**config.mk**
```make
export PLATFORM = sky130hd
export DESIGN_NAME = ers_front
export DESIGN_NICKNAME = d
export VERILOG_FILES = /design/src/hw/rtl/ers_pkg.sv /design/src/hw/rtl/ers_front.sv
export SDC_FILE = /design/constraint.sdc
export NUM_CORES = 2
export LEC_CHECK = 0
export ABC_AREA = 1
export BUFFER_PORTS_ARGS = -buffer_cell sky130_fd_sc_hd__buf_2
export CAP_MARGIN = 25
export CORE_UTILIZATION = 60
export DETAILED_ROUTE_END_ITERATION = 10
export GPL_TIMING_DRIVEN = 0
export PLACE_DENSITY = 0.77
export SETUP_SLACK_MARGIN = 0.4
export SYNTH_ARGS = -nofsm -noshare
export SYNTH_HDL_FRONTEND = slang
export SYNTH_SLANG_ARGS = --single-unit
```
**constraint.sdc**
```tcl
create_clock -name clk -period 9.65 [get_ports clk]
set_input_delay 0.4825 -clock clk [delete_from_list [all_inputs] [get_ports clk]]
set_output_delay 0.4825 -clock clk [all_outputs]
set_load 0.005 [all_outputs]
```
**src/hw/rtl/ers_pkg.sv**
```systemverilog
package ers_pkg;

  localparam int CB = 16;          // coordinate bits
  localparam int WB = CB + 1;      // box width / height bits
  localparam int PB = 2 * WB;      // squared extent bits
  localparam int XB = 4 * WB;      // radicand bits
  localparam int SQ = 2 * WB;      // square root bits
  localparam int QB = WB;          // quotient bits

  // register word indexes
  localparam logic [1:0] REG_AX = 2'd0;
  localparam logic [1:0] REG_AY = 2'd1;
  localparam logic [1:0] REG_BX = 2'd2;
  localparam logic [1:0] REG_BY = 2'd3;

  typedef struct packed {
    logic signed [CB-1:0] row;
    logic                 inbox;
    logic signed [CB-1:0] x0;
    logic [WB-1:0]        w;
    logic [WB-1:0]        h;
  } ers_side_t;

endpackage

```
**src/hw/rtl/ers_front.sv**
```systemverilog
module ers_front (
  input  logic                         clk,
  input  logic                         rst_n,
  input  logic signed [ers_pkg::CB-1:0] ax,
  input  logic signed [ers_pkg::CB-1:0] ay,
  input  logic signed [ers_pkg::CB-1:0] bx,
  input  logic signed [ers_pkg::CB-1:0] by,
  input  logic                         vld_in,
  input  logic signed [ers_pkg::CB-1:0] row_in,
  output logic                         vld_out,
  output logic [ers_pkg::XB-1:0]       x_out,
  output ers_pkg::ers_side_t           side_out
);
  import ers_pkg::*;

  logic signed [CB-1:0] x0, x1, y0, y1;
  logic signed [CB+2:0] ty, f, fa;
  logic [WB-1:0] w_c, h_c, d_c;

  logic [3:0]    vld_r;
  ers_side_t     side1_r, side2_r, side3_r, side4_r;
  logic [WB-1:0] d1_r;
  logic [PB-1:0] ww2_r, g2_r;
  logic [PB+WB-1:0] plo3_r, phi3_r;
  logic [XB-1:0] x4_r;
  logic [PB+1:0] g_full;

  always_comb begin
    x0 = (ax < bx) ? ax : bx;
    x1 = (ax < bx) ? bx : ax;
    y0 = (ay < by) ? ay : by;
    y1 = (ay < by) ? by : ay;
    w_c = WB'({x1[CB-1], x1} - {x0[CB-1], x0}) + WB'(1);
    h_c = WB'({y1[CB-1], y1} - {y0[CB-1], y0}) + WB'(1);
    ty = (CB+3)'(row_in) - (CB+3)'(y0);
    // doubled distance of row center from the middle
    f = (ty <<< 1) + (CB+3)'(1) - $signed({2'b00, h_c});
    fa = f[CB+2] ? -f : f;
    d_c = (fa != '0) ? WB'(fa - (CB+3)'(1)) : '0;
    g_full = (PB+2)'(side1_r.h - d1_r) * (PB+2)'({1'b0, side1_r.h} + {1'b0, d1_r});
  end

  always_ff @(posedge clk) begin
    if (!rst_n) begin
      vld_r <= '0;
    end else begin
      vld_r <= {vld_r[2:0], vld_in};
    end
    side1_r.row   <= row_in;
    side1_r.inbox <= (row_in >= y0) && (row_in <= y1);
    side1_r.x0    <= x0;
    side1_r.w     <= w_c;
    side1_r.h     <= h_c;
    d1_r          <= d_c;
    // W*W and H*H - d*d
    side2_r <= side1_r;
    ww2_r   <= PB'(side1_r.w) * PB'(side1_r.w);
    g2_r    <= g_full[PB-1:0];
    // split product
    side3_r <= side2_r;
    plo3_r  <= (PB+WB)'(ww2_r) * (PB+WB)'(g2_r[WB-1:0]);
    phi3_r  <= (PB+WB)'(ww2_r) * (PB+WB)'(g2_r[PB-1:WB]);
    side4_r <= side3_r;
    x4_r    <= XB'(plo3_r) + (XB'(phi3_r) << WB);
  end

  assign vld_out  = vld_r[3];
  assign x_out    = x4_r;
  assign side_out = side4_r;

endmodule

```
==> run metrics <==
H-tree Lvls 2; worst rel slew slack roughly a fifth; largest net degree at the start of global routing 20; post-synthesis sequential area ratio 13.92%; CTS Buf Count 58; CP peak stage delay 0.63 ns; post-synthesis simple-gate area fraction between 10% and 20%; max-slew violation count 0; status complete, no violations; Clock Skew 0.09533 ns; Compound-Gate Fraction of Synth Area 5.681%; post-DR vias/cell 5.455; RSZ-0062 raised after global routing false; DIE HEIGHT 356.8 µm; first-pass GRT wire length 358.0 mm; GP Congestion roughly 1.1; filler cell count 10840; Mapped Area 75520 µm²; CTS max path bufs 3; Crit. End Element register; startpoint types register; CTS sink count between 500 and 600; Max-cap violations 0; Port Buffers between 200 and 250; post-synthesis average cell area between 8 and 9 µm²; Final setup violation count 0; final-stage net count 11750; number of antenna violations at the first check in global routing 10; critical path's top delay family adder cells; Non-Filler Instances around 11000; Crit path top cell by count fa_1; actual slew at the worst max-slew pin 1.213 ns; Clock Latency Late Sink 0.75 ns; Routed WL per cell ~20 µm; root buf cell clkbuf_16; Die Wd 356.8 µm; share of the clock period used by the worst path 87.03%; layout cells sized above 1 ~4.4%; YS warnings 0; DR pass1 iterations 8; number of synthesized flops with an enable pin 0; critical path arrival 8.97 ns; grt ovf 0; drc violations 0; io pins between 200 and 250; highest-delay cell along the critical path xor2_1; Synth Area in XOR/XNOR 3.408%; core area 124300 µm²; DR iter-0 viols 4832; detailed-route via count approximately 62000; setup TNS 0 ns; # resized after CTS 0; Post-Synth Adder-Cell Area 48.12%; CTS tree done; final HPWL from detailed placement 194.5 mm; worst path bufs/invs 8; Post-CTS Setup Bufs 0; antenna-violating nets left 0; GRT Overall Usage 37.21%; crit path max fanout 10; maximum clock rate roughly 120 MHz; Async SR Flop Fraction 0%; crit path kind reg -> reg; synthesized instance count 9277; Tmin final 8.398 ns; clk slew on worst S/H paths approximately 0.060 ns; Die ar. 127300 µm²; #FFs+latches synth 525; Area Growth Syn to Fin 7.440%; largest family of logic cells by synthesized area adder cells; dpl cells 11140; DRT Wirelength around 230 mm; mux share of post-synthesis cell area 0%; distinct cell type count after synthesis 55; top_reg_cell synth dfxtp_1; worst min path class in -> reg; Starting Density 60.77%; CP required 10.23 ns; post-route core utilization 65.29%; final number of hold-violating endpoints 0; row count ~130; vias in the first global route 64690
## synthesized netlist by cell type, types with 12 or more instances
library cell	count	area, µm²
xnor2_1	104	910.9
o21ai_1	15	75.07
a31oi_1	67	419.2
a211oi_1	12	90.09
o211ai_1	14	105.1
nor3_1	45	225.2
xor2_1	188	1647
nor2_1	409	1535
nand2_2	32	200.2
dfxtp_1	525	10510
nand4_1	51	319.1
a21o_1	20	150.1
nor4_1	13	81.33
ha_1	676	8458
inv_2	18	67.56
nand2_1	2123	7969
o21a_1	22	165.2
o21ai_0	190	950.9
a21oi_1	359	1797
inv_1	2404	9024
o21bai_1	20	150.1
nand3_1	115	575.6
clkbuf_1	340	1276
fa_1	1393	27890
## through the flow
step | area (µm²) | hold slack, ns | setup slack [ns]
3_5_place_dp | 78710 | 0.3121 | 1.206
2_1_floorplan | 75570 | 0.3096 | 2.641
4_1_cts | 81100 | 0.006449 | 1.298
3_3_place_gp | 78710 | 0.3098 | 1.289
6_report | 81140 | 0.03559 | 1.252
5_1_grt | 81140 | 0.02862 | 0.7573
## sequential cells by signal (all words and copies together) (netlist names)
name      flops
d1_r         17
g2_r         34
phi3_r       51
plo3_r       51
side1_r      67
side2_r      66
side3_r      67
side_out     67
vld_r         4
ww2_r        33
x_out        68
## cells in the final DEF (no fill, tap or decap), drive strengths merged, types with 4 or more instances in the layout
cell type	Yosys	routed
clkinvlp	0	4
ha	676	676
buf	18	238
o221ai	9	9
and3	7	7
o2111ai	5	5
o211ai	14	14
o21a	22	22
dlygate4sd3	0	27
fa	1393	1393
or2	8	8
nand2	2155	2155
clkbuf	340	413
a211oi	12	12
bufinv	0	7
nor4	13	13
clkinv	6	22
o21ai	206	206
a221oi	5	5
o21bai	21	21
o31ai	9	9
nor2	425	425
nand4	53	53
inv	2422	2431
xor2	188	188
a21oi	361	361
a21o	20	20
dfxtp	525	525
conb	2	14
nand3	122	122
xnor2	105	105
nor3	45	45
a31oi	67	67
nand3b	7	7
diode	0	7
a21boi	10	10
## layer usage
layer / global-route usage (%) / wire (µm) / vias to the layer above
li1: - / - / 27760
met1: 43.80 / 84570 / 30100
met2: 61.12 / 105700 / 2879
met3: 8.194 / 21720 / 838
met4: 24.99 / 18700 / 8
met5: 0 / 52 / -
## path summary, 6_finish.rpt
path | startpoint | to | slack (ns) | cells past startpoint
worst min register to register | plo3_r[0]$_DFF_P_ | x_out[0]$_DFF_P_ | 0.32 | 0
worst min-delay path | rst_n | vld_r[3]$_SDFF_PN0_ | 0.04 | 3
worst max-delay path | side1_r[0]$_DFF_P_ | g2_r[29]$_DFF_P_ | 1.25 | 32
worst max register to register | side1_r[0]$_DFF_P_ | g2_r[29]$_DFF_P_ | 1.25 | 32
## tightest hold or removal path: stages
cell and delay [ns]:
buf_2 0.10, nand2_1 0.05, inv_1 0.04
## repair_timing
action | 4_1_cts | 5_1_grt
setup endpoints to repair | 0 | 0
hold buffers | 27 | 0
endpoints found under the hold margin | 27 | 0
## final cells by class
class	instances	area, µm²	area share [%]
plain buffers	358	1383	1.704
multi-input cells	5978	54560	67.24
flip-flops and latches	525	10510	12.95
clock buffers	73	1608	1.981
well taps	1637	2048	2.524
clock inverters	36	516.7	0.6368
diodes	7	17.52	0.02159
repair buffers	247	1384	1.705
inverters	2428	9115	11.23
## logic make-up after synthesis
group / Yosys count
xor+xnor: 293
simple gates: 2836
other cells: 2
fa+ha+maj: 2069
flops: 525
compound gates: 766
buf+inv: 2786
Power is not shown: default switching activity piles up to over one toggle a cycle in this logic, so the estimate is an artifact.
