File: config.mk
export PLATFORM = sky130hd
export DESIGN_NAME = ers_div
export DESIGN_NICKNAME = d
export VERILOG_FILES = /design/src/hw/rtl/ers_pkg.sv /design/src/hw/rtl/ers_div.sv
export SDC_FILE = /design/constraint.sdc
export NUM_CORES = 2
export LEC_CHECK = 0
export BUFFER_PORTS_ARGS = -buffer_cell sky130_fd_sc_hd__buf_4
export CORE_UTILIZATION = 35
export DETAILED_ROUTE_END_ITERATION = 8
export GPL_TIMING_DRIVEN = 1
export HOLD_SLACK_MARGIN = 0.06
export PLACE_DENSITY = 0.55
export REMOVE_ABC_BUFFERS = 1
export SLEW_MARGIN = 30
export SYNTH_ARGS = -nofsm -noshare
export SYNTH_HDL_FRONTEND = slang
export SYNTH_SLANG_ARGS = --single-unit
File: constraint.sdc
create_clock -name clk -period 4 [get_ports clk]
set_clock_uncertainty 0.2 [all_clocks]
set_input_delay 0.2 -clock clk [delete_from_list [all_inputs] [get_ports clk]]
set_output_delay 0.2 -clock clk [all_outputs]
set_load 0.01 [all_outputs]
File: src/hw/rtl/ers_pkg.sv
package ers_pkg;

  localparam int CB = 16;          // coordinate bits
  localparam int WB = CB + 1;      // box width / height bits
  localparam int PB = 2 * WB;      // squared extent bits
  localparam int XB = 4 * WB;      // radicand bits
  localparam int SQ = 2 * WB;      // square root bits
  localparam int QB = WB;          // quotient bits

  // register word indexes
  localparam logic [1:0] REG_AX = 2'd0;
  localparam logic [1:0] REG_AY = 2'd1;
  localparam logic [1:0] REG_BX = 2'd2;
  localparam logic [1:0] REG_BY = 2'd3;

  typedef struct packed {
    logic signed [CB-1:0] row;
    logic                 inbox;
    logic signed [CB-1:0] x0;
    logic [WB-1:0]        w;
    logic [WB-1:0]        h;
  } ers_side_t;

endpackage

File: src/hw/rtl/ers_div.sv
module ers_div (
  input  logic                   clk,
  input  logic                   rst_n,
  input  logic                   vld_in,
  input  logic [ers_pkg::SQ-1:0] s_in,
  input  ers_pkg::ers_side_t     side_in,
  output logic                   vld_out,
  output logic [ers_pkg::QB-1:0] q_out,
  output ers_pkg::ers_side_t     side_out
);
  import ers_pkg::*;

  logic [QB-1:0] vld_r;
  logic [WB-1:0] rem_r  [QB];
  logic [QB-1:0] q_r    [QB];
  logic [SQ-1:0] s_r    [QB];
  ers_side_t     side_r [QB];

  always_ff @(posedge clk) begin
    if (!rst_n) begin
      vld_r <= '0;
    end else begin
      vld_r <= {vld_r[QB-2:0], vld_in};
    end
  end

  // quotient is below 2^QB, so the upper half starts as the remainder
  for (genvar j = 0; j < QB; j++) begin : g_stage
    logic [WB-1:0] rem_in, rem_nxt;
    logic [QB-1:0] q_in, q_nxt;
    logic [SQ-1:0] s_in_s;
    ers_side_t     side_in_s;
    logic [WB:0]   acc;

    if (j == 0) begin : g_first
      assign rem_in    = s_in[SQ-1:WB];
      assign q_in      = '0;
      assign s_in_s    = s_in;
      assign side_in_s = side_in;
    end else begin : g_next
      assign rem_in    = rem_r[j-1];
      assign q_in      = q_r[j-1];
      assign s_in_s    = s_r[j-1];
      assign side_in_s = side_r[j-1];
    end

    always_comb begin
      acc = {rem_in, s_in_s[QB-1-j]};
      if (acc >= {1'b0, side_in_s.h}) begin
        rem_nxt = WB'(acc - {1'b0, side_in_s.h});
        q_nxt   = {q_in[QB-2:0], 1'b1};
      end else begin
        rem_nxt = WB'(acc);
        q_nxt   = {q_in[QB-2:0], 1'b0};
      end
    end

    always_ff @(posedge clk) begin
      rem_r[j]  <= rem_nxt;
      q_r[j]    <= q_nxt;
      s_r[j]    <= s_in_s;
      side_r[j] <= side_in_s;
    end
  end

  assign vld_out  = vld_r[QB-1];
  assign q_out    = q_r[QB-1];
  assign side_out = side_r[QB-1];

endmodule

==> results_dict.tcl <==
set metrics [dict create \
    clk_path_buf_depth 3 \
    die_h_um 383.7 \
    synthesis.area_um2 50980 \
    crit_path_start_kind "input pin" \
    synth_top_family_by_area "compound AO/OA/AOI/OAI gates" \
    numCtsBuffers 174 \
    status "finished, violations left" \
    synth_ff_type "dfxtp_1" \
    postRouteAntennaNets 0 \
    drc_errors 3 \
    synthXorXnorAreaFrac_pct 3.625 \
    ys_seq_elements 1717 \
    post-cts-setup-buffer-count 0 \
    grt-ovfl-total 0 \
    ys_types 74 \
    max_freq_mhz 264.1 \
    synth_area_per_cell_um2 12.49 \
    leakagePower_uw 0.02801 \
    nNetsFinal 5073 \
    fin_crit_sh_pct 94.68 \
    drt-total-wl_um 83220 \
    fin_crit_ns 3.787 \
    cp-end-kind "flip-flop" \
    root_buffer "clkbuf_16" \
    diodes 0 \
    clk_latency_ns 0.79 \
    vias_per_cell 4.312 \
    num_vias 28910 \
    tightest_slew_ns 0.8747 \
    area_growth_pct 24.21 \
    required_ns 4.52 \
    cp_max_fo 34 \
    synth-compound-area-share_pct 8.909 \
    die_w_um 383.7 \
    rows 139 \
    htree_levels 4 \
    drt_iter0_drc 757 \
    firstDrtPassIters 7 \
    port-buffer-count 188 \
    grt_use_total_pct 11.38 \
    cap_viol_max_count 0 \
    hp-class "reg2reg" \
    hold_violations 0 \
    cts_sinks 1717 \
    placed_cells 6153 \
    violations "design-rule violations" \
    initial_core_util_pct 35.40 \
    crit_arrival_ns 4.31 \
    antenna_found_initial 2 \
    synth_adder_area_share_pct 7.721 \
    dp_hpwl_um 58120 \
    coreArea_um2 144000 \
    route.detailed.wl_per_inst_um 12.41 \
    synth-seq-area-share_pct 67.42 \
    synthMuxAreaShare_pct 3.951 \
    grt_pass1_wl_um 136700 \
    report.final.slew_viol_count 0 \
    syn_inst 4082 \
    worstSetupPathType "in2reg" \
    max_slew_margin_pct 41.54 \
    ios 189 \
    synth_edf_count 0 \
    setup_tns_ns 0 \
    synthArstFlopShare_pct 0 \
    dieArea_um2 147200 \
    setup_viol 0 \
    vdd_ir_drop_max_v 0.0003522 \
    grt_max_degree 35 \
    synthSimpleGateAreaFrac_pct 5.267 \
    synth_warnings 0 \
    final_cells 6704 \
    power_density_nw_per_um2 830.4 \
    drive_gt1_share_pct 14.37 \
    cts_tree "yes" \
    grt_pass1_vias 29180 \
    r2r_setup_slack_ns 0.48 \
    gp_congestion 0.8629 \
    rsz0062_at_grt "false" \
    clkSlewWorstSetupHoldPaths_ns 0.06 \
]
-- critical path, stage by stage --
cell and delay (ns):
buf_4 0.10, dlygate4sd3_1 0.56, inv_1 0.07, ha_1 0.16, inv_1 0.05, fa_1 0.40
a21o_1 0.19, a21oi_2 0.23, o21ai_0 0.17, a31oi_1 0.22, buf_4 0.17, a2111oi_2 0.09
nor4_4 0.20, buf_12 0.22, nand2_1 0.07, dlygate4sd3_1 0.56, o31ai_1 0.07, dlygate4sd3_1 0.57
-- layout make-up --
| class | instances | area, um^2 |
|---|---|---|
| inverters | 366 | 1374 |
| multi-input cells | 1955 | 15100 |
| well taps | 1903 | 2381 |
| clock inverters | 65 | 999.7 |
| flip-flops and latches | 1717 | 34370 |
| fillers | 13160 | 80680 |
| clock buffers | 248 | 5094 |
| repair buffers | 450 | 3995 |
-- synthesized netlist by cell type, types with 4 or more instances --
| cell | n | share of area (%) |
|---|---|---|
| a41o_1 | 4 | 0.079 |
| o31a_1 | 8 | 0.14 |
| o21bai_1 | 37 | 0.54 |
| a211o_1 | 11 | 0.19 |
| a41oi_1 | 7 | 0.12 |
| and4_1 | 7 | 0.12 |
| o41ai_1 | 6 | 0.10 |
| o2111ai_1 | 7 | 0.12 |
| o21a_1 | 33 | 0.49 |
| or2_2 | 13 | 0.16 |
| a21boi_0 | 9 | 0.13 |
| nor2_1 | 145 | 1.1 |
| nand2_1 | 139 | 1.0 |
| nand4_1 | 32 | 0.39 |
| ha_1 | 289 | 7.1 |
| mux2_1 | 7 | 0.15 |
| nor2b_1 | 26 | 0.32 |
| nand3_1 | 31 | 0.30 |
| a31o_2 | 8 | 0.14 |
| and2_1 | 24 | 0.29 |
| a21oi_1 | 214 | 2.1 |
| fa_1 | 16 | 0.63 |
| and3_1 | 21 | 0.26 |
| xor2_1 | 64 | 1.1 |
| o211ai_1 | 13 | 0.19 |
| o211a_1 | 4 | 0.079 |
| nor3_1 | 49 | 0.48 |
| nand2b_1 | 32 | 0.39 |
| o31ai_1 | 14 | 0.21 |
| a21o_1 | 95 | 1.4 |
| mux2_2 | 147 | 3.2 |
| or3_1 | 20 | 0.25 |
| mux2i_1 | 16 | 0.31 |
| o21ai_1 | 7 | 0.069 |
| o21ai_0 | 149 | 1.5 |
| a2111oi_0 | 4 | 0.069 |
| mux2_4 | 8 | 0.24 |
| a31oi_1 | 19 | 0.23 |
| buf_2 | 10 | 0.098 |
| nor4_1 | 5 | 0.061 |
| dfxtp_1 | 1717 | 67 |
| inv_1 | 366 | 2.7 |
| xnor2_1 | 147 | 2.5 |
| clkbuf_1 | 27 | 0.20 |
| a211oi_1 | 26 | 0.38 |
-- registers in the layout (all words and copies together) (netlist names) --
register	flops
side_r	1139
s_r	136
q_r	153
rem_r	272
vld_r	17
-- kinds of logic (layout without fill, tap and decap cells) --
| logic type | count (synthesis) | after routing |
|---|---|---|
| DFF | 1717 | 1717 |
| AOI/OAI and AO/OA | 708 | 708 |
| and+or+nand+nor | 553 | 553 |
| buffers and inverters | 410 | 1129 |
| adders and majority gates | 305 | 305 |
| xor gates and xnor gates | 211 | 211 |
| muxes | 178 | 178 |
-- layout by cell type, fill, tap and decap left out, drive strengths merged, types with 64 or more instances in the layout --
cell         count
ha             289
dlygate4sd3    237
xnor2          147
nand2          139
dfxtp         1717
a21o            95
a21oi          214
o21ai          156
inv            373
clkbuf         248
nor2           145
buf            213
mux2           162
xor2            64
-- metrics by stage --
step           setup slack [ns]  area (um^2)  total power (uW)  hold WS (ns)  util, %
2_1_floorplan           0.06947        50770             32590       0.02772        -
3_3_place_gp             0.4878        54790             35960        0.1046    38.05
3_5_place_dp             0.4792        54810             36150        0.1054    38.06
4_1_cts                 0.06659        63280             53320       0.07510    43.94
5_1_grt                 0.04359        63320             56010        0.1057    43.97
6_report                 0.2130        63320             52580        0.1137    43.97
-- worst paths after layout --
kind,cells past startpoint,startpoint,end
max,18,s_in[16],rem_r[0][15]
max reg2reg,14,s_r[0][180],rem_r[0][102]
min reg2reg,0,side_r[0][355],side_r[0][422]
min,0,side_r[0][355],side_r[0][422]
-- repair_timing --
action / in CTS / in global routing
gates resized for setup: 0 / 3
endpoints found under the hold margin: 118 / 0
hold buffers: 237 / 0
setup endpoints to repair: 0 / 15
-- routing by layer --
layer / up-vias / routed length (um) / global-route usage [%]
met5: - / 27 / 0
met3: 254 / 3393 / 2.780
met2: 522 / 41440 / 20.59
met4: 4 / 4173 / 6.928
li1: 14890 / - / -
met1: 13240 / 34190 / 11.79
-- where the power goes --
part           total [uW]  switching [uW]  internal (uW)
Combinational       14700            7340           7340
Clock               16500            6520          10000
Sequential          21400            1300          20100
Total               52600           15200          37400
Power figures use the tool's default switching activity.
